File: config.mk
export PLATFORM = sky130hd
export DESIGN_NAME = modular_exponentiation
export DESIGN_NICKNAME = d
export VERILOG_FILES = /design/src/modexp_pkg.sv /design/src/modular_exponentiation.sv
export VERILOG_INCLUDE_DIRS = /design/src /design/src/src
export SDC_FILE = /design/constraint.sdc
export NUM_CORES = 1
export LEC_CHECK = 0
export ABC_AREA = 1
export BUFFER_PORTS_ARGS = -buffer_cell sky130_fd_sc_hd__buf_2
export CAP_MARGIN = 20
export CORE_MARGIN = 1.5
export CORE_UTILIZATION = 40
export CTS_BUF_LIST = sky130_fd_sc_hd__clkbuf_8
export DETAILED_ROUTE_END_ITERATION = 7
export HOLD_SLACK_MARGIN = 0.03
export REMOVE_ABC_BUFFERS = 1
export SYNTH_ARGS = -nofsm -noshare
export SYNTH_HDL_FRONTEND = slang
export SYNTH_SLANG_ARGS = --single-unit
File: constraint.sdc
create_clock -name clk -period 9 [get_ports clk]
set_input_delay 1.8 -clock clk [delete_from_list [all_inputs] [get_ports clk]]
set_output_delay 1.8 -clock clk [all_outputs]
set_load 0.01 [all_outputs]
File: src/modular_exponentiation_assert.svh
// ----------------------------------------------------------------------------
// Assertion macros for the modular exponentiation block
// Short forms of clocked implications, sampled on clk, off while rst_n is low.
// ----------------------------------------------------------------------------
`ifndef MODULAR_EXPONENTIATION_ASSERT_SVH
`define MODULAR_EXPONENTIATION_ASSERT_SVH

// Consequent holds in the same cycle as the antecedent.
`define MX_ASSERT_SAME(label, ante, cons) \
    label: assert property (@(posedge clk) disable iff (!rst_n) (ante) |-> (cons)) \
        else $error("modular_exponentiation: same-cycle check failed");

// Consequent holds in the cycle after the antecedent.
`define MX_ASSERT_NEXT(label, ante, cons) \
    label: assert property (@(posedge clk) disable iff (!rst_n) (ante) |=> (cons)) \
        else $error("modular_exponentiation: next-cycle check failed");

`endif

File: src/modexp_pkg.sv
// ----------------------------------------------------------------------------
// modexp_pkg
// Widths, constants and the sequencer state type of the modular exponentiation
// block.
// ----------------------------------------------------------------------------
package modexp_pkg;

    localparam int WIDTH = 32;
    localparam int CNT_W = (WIDTH > 1) ? $clog2(WIDTH) : 1;

    typedef logic [WIDTH-1:0] word_t;
    typedef logic [WIDTH:0]   wide_t;
    typedef logic [CNT_W-1:0] cnt_t;

    localparam word_t WORD_ONE = word_t'(1);
    localparam cnt_t  CNT_ONE  = cnt_t'(1);
    localparam cnt_t  CNT_LAST = cnt_t'(WIDTH - 1);

    typedef enum logic [2:0] {
        ST_IDLE,
        ST_REDUCE,
        ST_CHECK,
        ST_MUL,
        ST_SQR,
        ST_DONE
    } state_t;

endpackage

File: src/modular_exponentiation.sv
// ----------------------------------------------------------------------------
// modular_exponentiation
// Right-to-left binary square and multiply, with one bit-serial modular
// multiplier shared by the base reduction, the multiplies and the squares.
// ----------------------------------------------------------------------------
// Usage:
//   Input channel (in_valid / in_stall) takes base, exponent and modulus.
//   Output channel (out_valid / out_stall) returns residue and modulus_zero.
//   One request is worked on at a time; in_stall is high while it runs.
//   The shared multiplier consumes one multiplier bit per cycle. A request
//   first reduces the base, then for each exponent bit up to its highest set
//   bit runs a check, a multiply when the bit is set, and a square (the square
//   after the top set bit is skipped).
//   A zero modulus goes straight to the done state with modulus_zero set, residue 0.
//   The result sits in an output register; the next request is taken while it
//   waits. A finished request waits in its last state while the output
//   register is full and stalled.
//   Reset (rst_n low) returns the sequencer to idle and empties the output.
// ----------------------------------------------------------------------------
`include "modular_exponentiation_assert.svh"

module modular_exponentiation
(
    input  logic                     clk,
    input  logic                     rst_n,
    input  logic                     in_valid,
    output logic                     in_stall,
    input  modexp_pkg::word_t        base,
    input  modexp_pkg::word_t        exponent,
    input  modexp_pkg::word_t        modulus,
    output logic                     out_valid,
    input  logic                     out_stall,
    output modexp_pkg::word_t        residue,
    output logic                     modulus_zero
);

    modexp_pkg::state_t state_reg, state_next;
    logic               out_valid_reg, out_valid_next;

    modexp_pkg::cnt_t   cnt_reg, cnt_next;
    modexp_pkg::word_t  acc_reg, acc_next;
    modexp_pkg::word_t  x_reg, x_next;
    modexp_pkg::word_t  y_reg, y_next;
    modexp_pkg::word_t  prod_reg, prod_next;
    modexp_pkg::word_t  sq_reg, sq_next;
    modexp_pkg::word_t  exp_reg, exp_next;
    modexp_pkg::word_t  mod_reg, mod_next;
    logic               mz_reg, mz_next;
    modexp_pkg::word_t  res_reg, res_next;
    logic               omz_reg, omz_next;

    modexp_pkg::wide_t  dbl;
    modexp_pkg::wide_t  dbl_red;
    modexp_pkg::wide_t  sum;
    modexp_pkg::wide_t  sum_red;
    modexp_pkg::word_t  step;
    logic               mul_last;

    logic               req_take;
    logic               mul_busy;
    logic               done_busy;

    // One multiplier bit: acc = 2*acc mod m, then add x mod m if the bit is set.
    always_comb
    begin
        dbl      = {acc_reg, 1'b0};
        dbl_red  = (dbl >= {1'b0, mod_reg}) ? (dbl - {1'b0, mod_reg}) : dbl;
        sum      = {1'b0, dbl_red[modexp_pkg::WIDTH-1:0]} + {1'b0, x_reg};
        sum_red  = (sum >= {1'b0, mod_reg}) ? (sum - {1'b0, mod_reg}) : sum;
        step     = y_reg[modexp_pkg::WIDTH-1] ? sum_red[modexp_pkg::WIDTH-1:0]
                                              : dbl_red[modexp_pkg::WIDTH-1:0];
        mul_last = (cnt_reg == modexp_pkg::CNT_LAST);
    end

    always_comb
    begin
        state_next     = state_reg;
        out_valid_next = out_valid_reg;
        cnt_next       = cnt_reg;
        acc_next       = acc_reg;
        x_next         = x_reg;
        y_next         = y_reg;
        prod_next      = prod_reg;
        sq_next        = sq_reg;
        exp_next       = exp_reg;
        mod_next       = mod_reg;
        mz_next        = mz_reg;
        res_next       = res_reg;
        omz_next       = omz_reg;
        in_stall       = 1'b1;

        // drop the result once the receiver takes it
        if (out_valid_reg && !out_stall)
        begin
            out_valid_next = 1'b0;
        end

        unique case (state_reg)
            modexp_pkg::ST_IDLE:
            begin
                in_stall = 1'b0;
                if (in_valid)
                begin
                    exp_next = exponent;
                    mod_next = modulus;
                    if (modulus == '0)
                    begin
                        prod_next  = '0;
                        mz_next    = 1'b1;
                        state_next = modexp_pkg::ST_DONE;
                    end
                    else
                    begin
                        // base mod m is (1 mod m) times base
                        mz_next    = 1'b0;
                        acc_next   = '0;
                        cnt_next   = '0;
                        x_next     = (modulus == modexp_pkg::WORD_ONE) ? '0
                                                                       : modexp_pkg::WORD_ONE;
                        y_next     = base;
                        state_next = modexp_pkg::ST_REDUCE;
                    end
                end
            end

            modexp_pkg::ST_REDUCE:
            begin
                acc_next = step;
                y_next   = {y_reg[modexp_pkg::WIDTH-2:0], 1'b0};
                cnt_next = cnt_reg + modexp_pkg::CNT_ONE;
                if (mul_last)
                begin
                    sq_next    = step;
                    prod_next  = x_reg;
                    state_next = modexp_pkg::ST_CHECK;
                end
            end

            modexp_pkg::ST_CHECK:
            begin
                acc_next = '0;
                cnt_next = '0;
                if (exp_reg == '0)
                begin
                    state_next = modexp_pkg::ST_DONE;
                end
                else if (exp_reg[0])
                begin
                    x_next     = prod_reg;
                    y_next     = sq_reg;
                    state_next = modexp_pkg::ST_MUL;
                end
                else
                begin
                    x_next     = sq_reg;
                    y_next     = sq_reg;
                    state_next = modexp_pkg::ST_SQR;
                end
            end

            modexp_pkg::ST_MUL:
            begin
                acc_next = step;
                y_next   = {y_reg[modexp_pkg::WIDTH-2:0], 1'b0};
                cnt_next = cnt_reg + modexp_pkg::CNT_ONE;
                if (mul_last)
                begin
                    prod_next = step;
                    // skip the square after the top set bit
                    if (exp_reg[modexp_pkg::WIDTH-1:1] == '0)
                    begin
                        state_next = modexp_pkg::ST_DONE;
                    end
                    else
                    begin
                        acc_next   = '0;
                        cnt_next   = '0;
                        x_next     = sq_reg;
                        y_next     = sq_reg;
                        state_next = modexp_pkg::ST_SQR;
                    end
                end
            end

            modexp_pkg::ST_SQR:
            begin
                acc_next = step;
                y_next   = {y_reg[modexp_pkg::WIDTH-2:0], 1'b0};
                cnt_next = cnt_reg + modexp_pkg::CNT_ONE;
                if (mul_last)
                begin
                    sq_next    = step;
                    exp_next   = {1'b0, exp_reg[modexp_pkg::WIDTH-1:1]};
                    state_next = modexp_pkg::ST_CHECK;
                end
            end

            modexp_pkg::ST_DONE:
            begin
                // hold until the output register is free
                if (!out_valid_reg || !out_stall)
                begin
                    res_next       = prod_reg;
                    omz_next       = mz_reg;
                    out_valid_next = 1'b1;
                    state_next     = modexp_pkg::ST_IDLE;
                end
            end

            default:
            begin
                state_next = modexp_pkg::ST_IDLE;
            end
        endcase
    end

    always_ff @(posedge clk or negedge rst_n)
    begin
        if (!rst_n)
        begin
            state_reg     <= modexp_pkg::ST_IDLE;
            out_valid_reg <= 1'b0;
        end
        else
        begin
            state_reg     <= state_next;
            out_valid_reg <= out_valid_next;
        end
    end

    always_ff @(posedge clk)
    begin
        cnt_reg  <= cnt_next;
        acc_reg  <= acc_next;
        x_reg    <= x_next;
        y_reg    <= y_next;
        prod_reg <= prod_next;
        sq_reg   <= sq_next;
        exp_reg  <= exp_next;
        mod_reg  <= mod_next;
        mz_reg   <= mz_next;
        res_reg  <= res_next;
        omz_reg  <= omz_next;
    end

    assign out_valid    = out_valid_reg;
    assign residue      = res_reg;
    assign modulus_zero = omz_reg;

    assign req_take  = in_valid && !in_stall;
    assign mul_busy  = (state_reg == modexp_pkg::ST_REDUCE) || (state_reg == modexp_pkg::ST_MUL)
                       || (state_reg == modexp_pkg::ST_SQR);
    assign done_busy = (state_reg == modexp_pkg::ST_DONE);

    `MX_ASSERT_NEXT(a_zero_mod_flag, req_take && (modulus == '0), mz_reg && done_busy)
    `MX_ASSERT_SAME(a_acc_reduced, mul_busy, acc_reg < mod_reg)
    `MX_ASSERT_SAME(a_result_reduced, done_busy && !mz_reg, prod_reg < mod_reg)
    `MX_ASSERT_NEXT(a_done_waits, done_busy && out_valid_reg && out_stall, done_busy && out_valid_reg)

endmodule
Word-level counts from Yosys, hierarchy flattened --
Index checks and enable logic that the tools add are counted. Widths: inputs -> output; s select.
Word-level totals: flip-flop bits (word level) 267, input port bits 100, output and inout bits 35
Cells by class: add/subtract/negate cells 4, order comparisons 2, equality and inequality tests 17, mux-type cells 49, reductions and logical operators 22
Operator list (number):
- $mux 32 | 24
- $pmux 32 s4 | 2
- $pmux 32 s3 | 2
- $ge 33x32->1 | 2
- $logic_not 32->1 | 2
- $pmux 32 s2 | 1
- $sub 32x32->32 | 2
- $add 32x32->33 | 1
- $eq 32x1->1 const B | 1
- $logic_not 31->1 | 1
- $mux 3 | 7
- $mux 5 | 4
- $pmux 5 s4 | 1
- $ne 2x2->1 const B | 8
- $pmux 3 s5 | 1
- $reduce_and 4->1 | 2
- $mux 1 | 7
- $eq 3x2->1 const B | 2
- $eq 3x3->1 const B | 2
- $reduce_and 2->1 | 3
- $reduce_and 3->1 | 2
- $reduce_and 6->1 | 1
- $reduce_bool 3->1 | 2
- $add 5x1->5 const B | 1
- 11 further kinds | 13

Longest topological paths before layout --
Gate-level depths: netlist of the first run.
depth after elaboration 9, gate-level depth with buffers 46, depth with buffers taken out 45

Worst setup path before layout of the first run --
OpenSTA, ideal clock, no wires.
path type input to register, from in modulus[25], to reg prod_reg[0] (enable), setup time 0.501 ns, arrival 5.596 ns, required time 8.499 ns, path slack 2.903 ns, stages on the path 5, path through nor4_1 -> nand4_1 -> nor3_1 -> nor2_1 -> nor4_1
On the way: word-level cells in the longest chain between the ends 3
RTL lines:
- start, declared | RTL line modular_exponentiation.sv:30 | input modexp_pkg::word_t modulus,
- $logic_not 32->1 | RTL line modular_exponentiation.sv:106 | if (modulus == '0)
- $ne 2x2->1 (no line)
- $reduce_and 5->1 (no line)
- end signal, assigned | RTL line modular_exponentiation.sv:237 | prod_reg <= prod_next;
- end, declared | RTL line modular_exponentiation.sv:44 | modexp_pkg::word_t prod_reg, prod_next;
Every way passes these cells. A chain may end at the register's enable or synchronous reset.

Worst setup path in the final report of the first run --
from reg acc_reg[15], to reg prod_reg[26] (data pin)
On the way: word-level cells in the longest chain between the ends 8, elaborated cells on any way between the ends 10
RTL lines:
- start, declared | RTL line modular_exponentiation.sv:41 | modexp_pkg::word_t acc_reg, acc_next;
- start signal, assigned | RTL line modular_exponentiation.sv:234 | acc_reg <= acc_next;
- $sub 32x32->32 or $ge 33x32->1 (tied branches) | RTL line modular_exponentiation.sv:67 | dbl_red = (dbl >= {1'b0, mod_reg}) ? (dbl - {1'b0, mod_reg}) : dbl;
- $mux 32 (*) | RTL line modular_exponentiation.sv:67
- $add 32x32->33 | RTL line modular_exponentiation.sv:68 | sum = {1'b0, dbl_red[modexp_pkg::WIDTH-1:0]} + {1'b0, x_reg};
- $sub 32x32->32 or $ge 33x32->1 (tied branches) | RTL line modular_exponentiation.sv:69 | sum_red = (sum >= {1'b0, mod_reg}) ? (sum - {1'b0, mod_reg}) : sum;
- $mux 32 | RTL line modular_exponentiation.sv:69
- $mux 32 (*) | RTL line modular_exponentiation.sv:70 | step = y_reg[modexp_pkg::WIDTH-1] ? sum_red[modexp_pkg::WIDTH-1:0]
- net step[26] | RTL line modular_exponentiation.sv:56 | modexp_pkg::word_t step;
- $mux 32 (*) | RTL line modular_exponentiation.sv:166 | if (mul_last)
- $pmux 32 s3 (*) | RTL line modular_exponentiation.sv:98 | unique case (state_reg)
- net prod_next[26] | RTL line modular_exponentiation.sv:44
Mark *: on every way through the listed nets, which the timed path passes. The rest lies on a longest branch. The select of a mux whose other input is x is not followed.

==> results_tabular.tex, run 1 <==
\begin{tabular}{lr}
\hline
Metric & Value \\
\hline
\multicolumn{2}{l}{\textbf{Outcome}} \\
\quad Status & finished clean \\
\multicolumn{2}{l}{\textbf{STA}} \\
\quad Count of endpoints failing setup in the final report & 0 \\
\quad Post-route clock period utilization & 86.1\% \\
\quad Worst slew pin tran & 1.06 ns \\
\quad Period minus WS final & 7.75 ns \\
\quad Worst Skew & 0.0437 ns \\
\quad Summed negative setup slack over all endpoints & 0 ns \\
\quad Max Fclk & 129 MHz \\
\quad Final Hold Vio Count & 0 \\
\quad Count of final max-slew check failures & 0 \\
\quad Worst-case headroom to the max-slew limit & 28.9\% \\
\quad Unrepaired setup endpoints after global routing & no \\
\multicolumn{2}{l}{\textbf{Setup path}} \\
\quad Kind of capture point of the worst setup path & register \\
\quad Arrival time at the worst endpoint & 8.12 ns \\
\quad Data required time of the worst path & 9.37 ns \\
\quad Slowest cell on the critical path & sky130\_fd\_sc\_hd\_\_nor2\_4 \\
\quad Worst setup path class & register to register \\
\quad Crit path largest cell delay & 0.85 ns \\
\quad Crit Reg-Reg Endpoint & prod\_reg[26]\$\_DFFE\_PP\_ \\
\quad Reg2Reg Depth & 38 \\
\quad Worst reg2reg setup slack & 1.25 ns \\
\quad Reg-to-reg critical path startpoint & acc\_reg[15]\$\_DFFE\_PP\_ \\
\quad Most numerous cell on the critical path & sky130\_fd\_sc\_hd\_\_nand2\_1 \\
\quad CP startpoint kind & register \\
\quad Largest fanout of any net on the critical path & 45 \\
\multicolumn{2}{l}{\textbf{Placement}} \\
\quad Routability Congestion & 1.01 \\
\quad Quantity of I/O buffers inserted on ports & 134 \\
\quad Sum of net half-perimeters after detailed placement & 54400 um \\
\multicolumn{2}{l}{\textbf{Cells and area}} \\
\quad Area added between synthesis and finish & 12.0\% \\
\quad Most frequent cells in the layout & sky130\_fd\_sc\_hd\_\_nand2\_1, sky130\_fd\_sc\_hd\_\_inv\_1, sky130\_fd\_sc\_hd\_\_edfxtp\_1, sky130\_fd\_sc\_hd\_\_nand3\_1, sky130\_fd\_sc\_hd\_\_nor2\_1 \\
\quad Number of filler instances in the final layout & 4920 \\
\quad Ratio of cells with drive above 1 in the final layout & 11.6\% \\
\quad Most common library cell in the layout ignoring fill and taps & sky130\_fd\_sc\_hd\_\_nand2\_1 \\
\quad Number of nets at the end of the flow & 3058 \\
\multicolumn{2}{l}{\textbf{Floorplanning}} \\
\quad Die extent in y & 224 um \\
\quad Site Rows & 80 \\
\quad IO Pins & 135 \\
\quad Width of the die & 224 um \\
\quad Core Region & 48000 um2 \\
\quad Effective utilization at floorplan & 40.7\% \\
\quad Die ar. & 50200 um2 \\
\multicolumn{2}{l}{\textbf{Routing}} \\
\quad DRT antenna net count & 0 \\
\quad Number of design rule violations left after detail routing & 0 \\
\quad Number of search-and-repair iterations in the first detailed-routing pass & 5 \\
\quad Detailed Route WL & 68800 um \\
\quad Average wire per standard cell & 19.6 um \\
\quad Routed vias/inst & 5.08 \\
\quad Number of violations reported at the end of detailed-routing iteration 0 & 1268 \\
\quad Via count & 17900 \\
\multicolumn{2}{l}{\textbf{Clock tree}} \\
\quad CTS H-Tree Depth & 2 \\
\quad Total clock buffers created by CTS & 52 \\
\quad Number of clock sinks & 267 \\
\quad Source-to-sink clock delay at the later pin of the worst-skew pair & 0.64 ns \\
\quad Post-CTS Hold Fix Bufs & 0 \\
\quad Clock tree from TritonCTS & done \\
\quad Resize count post-CTS & 0 \\
\quad Root Driver & sky130\_fd\_sc\_hd\_\_clkbuf\_8 \\
\quad Number of buffers on the longest clock path & 3 \\
\quad Clock-pin slew reported for the worst setup and hold paths after clock tree synthesis & 0.07 ns \\
\quad Post-CTS setup buffer count & 0 \\
\multicolumn{2}{l}{\textbf{Worst hold path}} \\
\quad Endpoint of the worst hold path & modulus\_zero\$\_DFFE\_PP\_ \\
\quad Startpoint of the worst hold path & mz\_reg\$\_DFFE\_PP\_ \\
\quad Min-Delay Path Class & register to register \\
\quad Instance count along the most critical hold path & 0 \\
\multicolumn{2}{l}{\textbf{Synth}} \\
\quad Fraction of the yosys area taken by sequential cells & 40.9\% \\
\quad Proportion of netlist area held by the largest area contributor & 40.4\% \\
\quad Seq cells post-synth & 267 \\
\quad Post-Synthesis Cells & 2707 \\
\quad Syn avg cell area & 7.23 um2 \\
\quad Largest area contributor in the netlist & sky130\_fd\_sc\_hd\_\_edfxtp\_1 \\
\quad Combined area of all synthesized cells & 19600 um2 \\
\quad Syn. warnings & 0 \\
\quad Distinct cell type count after synthesis & 48 \\
\quad Largest cells by area after synthesis & sky130\_fd\_sc\_hd\_\_edfxtp\_1, sky130\_fd\_sc\_hd\_\_nand2\_1, sky130\_fd\_sc\_hd\_\_inv\_1 \\
\multicolumn{2}{l}{\textbf{Global routing}} \\
\quad Antenna violations before repair & 1 \\
\quad Pin count of the biggest net entering global routing & 65 \\
\quad Vias in the first global route & 17400 \\
\quad Gr usage total & 27.4\% \\
\quad Sum of overflow across all layers after global routing & 0 \\
\quad Global-route wire length before repair & 103000 um \\
\multicolumn{2}{l}{\textbf{Run}} \\
\quad Reported max-cap violation count & 0 \\
\hline
\end{tabular}
==> synth_stat cells, drive strengths merged <==
cell type / count
nand2: 1100
inv: 452
edfxtp: 263
nand3: 203
nor2: 196
ha: 98
o21ai: 96
a21oi: 74
buf: 30
clkbuf: 26
xnor2: 26
nor3: 24
xor2: 22
nand3b: 21
nand4: 18
o21bai: 18
nor4: 17
dfrtp: 4
and2: 3
fa: 3
a211oi: 2
a21o: 2
or2: 2
a21boi: 1
a22o: 1
and2b: 1
and3: 1
o21a: 1
o22ai: 1
o41ai: 1
==> per-layer routing <==
metal	global-route usage [%]	part of all wire, %	vias to the layer above
met2	47.0	48	563
met4	12.4	4.5	0
met1	34.4	43	8258
li1	-	-	8907
met5	0	0	-
met3	3.41	5.2	123
==> area by class of cell <==
class	instances	area [um2]	share of cell area [%]
Tap cell	615	769	3.51
Sequential cell	267	8000	36.5
Clock inverter	38	255	1.17
Clock buffer	54	743	3.39
Multi-Input combinational cell	1932	9620	43.9
Inverter	452	1700	7.75
Timing Repair Buffer	152	818	3.74
Antenna cell	1	2.50	0.0114
==> worst max-delay path by stage <==
stage | start | to | cells past startpoint
floorplan | modulus[25] | prod_reg[0]$_DFFE_PP_ | 5
global placement | acc_reg[11]$_DFFE_PP_ | prod_reg[26]$_DFFE_PP_ | 40
detailed placement | acc_reg[10]$_DFFE_PP_ | acc_reg[6]$_DFFE_PP_ | 37
CTS | acc_reg[15]$_DFFE_PP_ | acc_reg[6]$_DFFE_PP_ | 37
global route | acc_reg[11]$_DFFE_PP_ | acc_reg[7]$_DFFE_PP_ | 40
finish | acc_reg[15]$_DFFE_PP_ | prod_reg[26]$_DFFE_PP_ | 38
==> through the flow <==
step	instance area [um2]	setup slack (ns)	hold slack [ns]	util [%]	instances
after floorplan	19200	2.90	0.400	-	2651
after global placement	20900	1.33	0.429	43.5	3417
after detailed placement	20900	1.35	0.428	43.5	3417
after CTS	21900	1.32	0.443	45.5	3509
after global routing	21900	0.865	0.441	45.6	3510
final	21900	1.25	0.437	45.6	3511
==> cells by family (layout without fill, tap and decap cells) <==
kind of cell,Yosys count,after routing,synth area share (%)
buffers and inverters,508,696,10.3
AOI/OAI and AO/OA,197,197,5.68
DFF,267,267,40.9
adders and majority gates,101,101,6.57
other,0,1,0
xor gates and xnor gates,48,48,2.15
and+or+nand+nor,1586,1586,34.4
==> worst max-delay path, delay by kind of cell, from the launching register on <==
kind                       cells  cell delay [ns]
DFF                            1             0.53
buffers and inverters          4             0.49
and+or+nand+nor               29             4.55
adders and majority gates      4             1.55
AOI/OAI and AO/OA              1             0.30
Power of run 1 is not shown: default switching activity piles up to over one toggle a cycle in this logic, so the estimate is an artifact.
==> run 2, diff against run 1 <==
- CAP_MARGIN: 20 -> default
- CORE_UTILIZATION: 40 -> 30
==> run 2 against run 1 <==
  * Design area rose by 1.4%
  * Fmax is 1.9% higher
  * Cell count increased by 6.6%
  * Non-clock buffer count is 4 lower
  * Hold slack worse by 0.018 ns
  * Register-to-register slack improved by 0.14 ns
  * Count of clock-buffer cells in the layout down 4
  * Clock skew rose by 0.011 ns
  * Largest cell class unchanged
  * Highest routed layer unchanged
==> results_tabular.tex, run 2 (synthesis results as in run 1) <==
\begin{tabular}{lr}
\hline
Metric & Value \\
\hline
\multicolumn{2}{l}{\textbf{Floorplanning}} \\
\quad Die extent in y & 258 um \\
\quad Core Region & 64500 um2 \\
\quad Width of the die & 258 um \\
\quad Site Rows & 93 \\
\quad Die ar. & 66800 um2 \\
\quad IO Pins & 135 \\
\quad Effective utilization at floorplan & 30.3\% \\
\multicolumn{2}{l}{\textbf{STA}} \\
\quad Unrepaired setup endpoints after global routing & no \\
\quad Count of endpoints failing setup in the final report & 0 \\
\quad Worst-case headroom to the max-slew limit & 30.1\% \\
\quad Final Hold Vio Count & 0 \\
\quad Worst slew pin tran & 1.05 ns \\
\quad Summed negative setup slack over all endpoints & 0 ns \\
\quad Post-route clock period utilization & 84.5\% \\
\quad Worst Skew & 0.0549 ns \\
\quad Count of final max-slew check failures & 0 \\
\quad Max Fclk & 131 MHz \\
\quad Period minus WS final & 7.61 ns \\
\multicolumn{2}{l}{\textbf{Setup path}} \\
\quad CP startpoint kind & register \\
\quad Largest fanout of any net on the critical path & 45 \\
\quad Kind of capture point of the worst setup path & register \\
\quad Most numerous cell on the critical path & sky130\_fd\_sc\_hd\_\_nand2\_1 \\
\quad Slowest cell on the critical path & sky130\_fd\_sc\_hd\_\_nand2\_2 \\
\quad Crit path largest cell delay & 0.61 ns \\
\quad Arrival time at the worst endpoint & 8.05 ns \\
\quad Data required time of the worst path & 9.45 ns \\
\quad Worst setup path class & register to register \\
\multicolumn{2}{l}{\textbf{Clock tree}} \\
\quad Root Driver & sky130\_fd\_sc\_hd\_\_clkbuf\_8 \\
\quad Clock tree from TritonCTS & done \\
\quad Post-CTS setup buffer count & 0 \\
\quad Resize count post-CTS & 0 \\
\quad Number of buffers on the longest clock path & 3 \\
\quad Number of clock sinks & 267 \\
\quad Clock-pin slew reported for the worst setup and hold paths after clock tree synthesis & 0.06 ns \\
\quad Total clock buffers created by CTS & 50 \\
\quad Post-CTS Hold Fix Bufs & 0 \\
\quad CTS H-Tree Depth & 2 \\
\quad Source-to-sink clock delay at the later pin of the worst-skew pair & 0.68 ns \\
\multicolumn{2}{l}{\textbf{Global routing}} \\
\quad Gr usage total & 20.0\% \\
\quad Pin count of the biggest net entering global routing & 65 \\
\quad Antenna violations before repair & 0 \\
\quad Sum of overflow across all layers after global routing & 0 \\
\quad Vias in the first global route & 16700 \\
\quad Global-route wire length before repair & 101000 um \\
\multicolumn{2}{l}{\textbf{Routing}} \\
\quad Routed vias/inst & 4.71 \\
\quad Number of violations reported at the end of detailed-routing iteration 0 & 1514 \\
\quad Average wire per standard cell & 18.0 um \\
\quad Number of search-and-repair iterations in the first detailed-routing pass & 5 \\
\quad Number of design rule violations left after detail routing & 0 \\
\quad Detailed Route WL & 67500 um \\
\quad DRT antenna net count & 0 \\
\quad Via count & 17600 \\
\multicolumn{2}{l}{\textbf{Placement}} \\
\quad Quantity of I/O buffers inserted on ports & 134 \\
\quad Sum of net half-perimeters after detailed placement & 53100 um \\
\quad Routability Congestion & 0.984 \\
\multicolumn{2}{l}{\textbf{Cells and area}} \\
\quad Area added between synthesis and finish & 13.5\% \\
\quad Antenna diode count & 0 \\
\quad Area taken by multi-input logic gates & 9620 um2 \\
\quad Ratio of cells with drive above 1 in the final layout & 11.4\% \\
\quad Most common library cell in the layout ignoring fill and taps & sky130\_fd\_sc\_hd\_\_nand2\_1 \\
\quad Number of nets at the end of the flow & 3052 \\
\quad Most frequent cells in the layout & sky130\_fd\_sc\_hd\_\_nand2\_1, sky130\_fd\_sc\_hd\_\_inv\_1, sky130\_fd\_sc\_hd\_\_edfxtp\_1, sky130\_fd\_sc\_hd\_\_nand3\_1, sky130\_fd\_sc\_hd\_\_nor2\_1 \\
\quad Area used by sequential logic in the layout & 8000 um2 \\
\quad Number of filler instances in the final layout & 7043 \\
\multicolumn{2}{l}{\textbf{Outcome}} \\
\quad Status & finished clean \\
\multicolumn{2}{l}{\textbf{Worst hold path}} \\
\quad Min-Delay Path Class & register to register \\
\multicolumn{2}{l}{\textbf{Run}} \\
\quad Reported max-cap violation count & 0 \\
\hline
\end{tabular}
run 2: cell types whose count changed in the layout (fill, tap and decap cells not counted), moves of 2 or more:
cell                         delta
sky130_fd_sc_hd__clkbuf_8       -4
sky130_fd_sc_hd__clkinv_4       -2
sky130_fd_sc_hd__clkinv_2       +2
sky130_fd_sc_hd__buf_4          -3
sky130_fd_sc_hd__clkinvlp_4     -4
sky130_fd_sc_hd__bufinv_16      +3
run 2: layout make-up:
type	instances	share of cell area [%]
Multi-Input combinational cell	1932	43.3
Clock inverter	40	1.58
Tap cell	855	4.82
Clock buffer	50	3.10
Timing Repair Buffer	148	3.49
Sequential cell	267	36.0
Inverter	452	7.64
run 2: per-layer routing:
layer | vias to the layer above | GRT usage (%) | share of wire [%]
met3 | 99 | 3.18 | 5.6
met1 | 8125 | 25.3 | 43
met2 | 501 | 34.1 | 47
met5 | - | 0 | 0
met4 | 0 | 7.86 | 3.9
li1 | 8899 | - | -
run 2: final timing paths:
check | start | endpoint | slack [ns] | cells after the start
max | acc_reg[11]$_DFFE_PP_ | acc_reg[27]$_DFFE_PP_ | 1.39 | 38
min | mz_reg$_DFFE_PP_ | modulus_zero$_DFFE_PP_ | 0.42 | 0
max reg2reg | acc_reg[11]$_DFFE_PP_ | acc_reg[27]$_DFFE_PP_ | 1.39 | 38
min reg2reg | mz_reg$_DFFE_PP_ | modulus_zero$_DFFE_PP_ | 0.42 | 0
max in group asynchronous | rst_n | state_reg[2]$_DFFE_PN0P_ | 7.97 | 1
min in group asynchronous | rst_n | out_valid$_DFF_PN0_ | 0.91 | 1
run 2: worst max-delay path: cells and delay by family, from the launching register on:
kind | cells | cell delay [ns]
AND/OR/NAND/NOR | 29 | 4.73
buffers and inverters | 5 | 0.57
adder cells (fa/ha/maj) | 4 | 1.46
flip-flops | 1 | 0.52
run 2: stage by stage:
stage / instances / util [%] / worst slack, ns / instance area [um2] / hold WS (ns)
after floorplan: 2651 / - / 2.90 / 19200 / 0.400
after global placement: 3654 / 32.8 / 1.50 / 21200 / 0.403
after detailed placement: 3654 / 32.8 / 1.61 / 21200 / 0.406
after CTS: 3744 / 34.4 / 1.56 / 22200 / 0.420
after global routing: 3744 / 34.4 / 0.897 / 22200 / 0.426
final: 3744 / 34.4 / 1.39 / 22200 / 0.420
Power of run 2 is left out for the same reason.
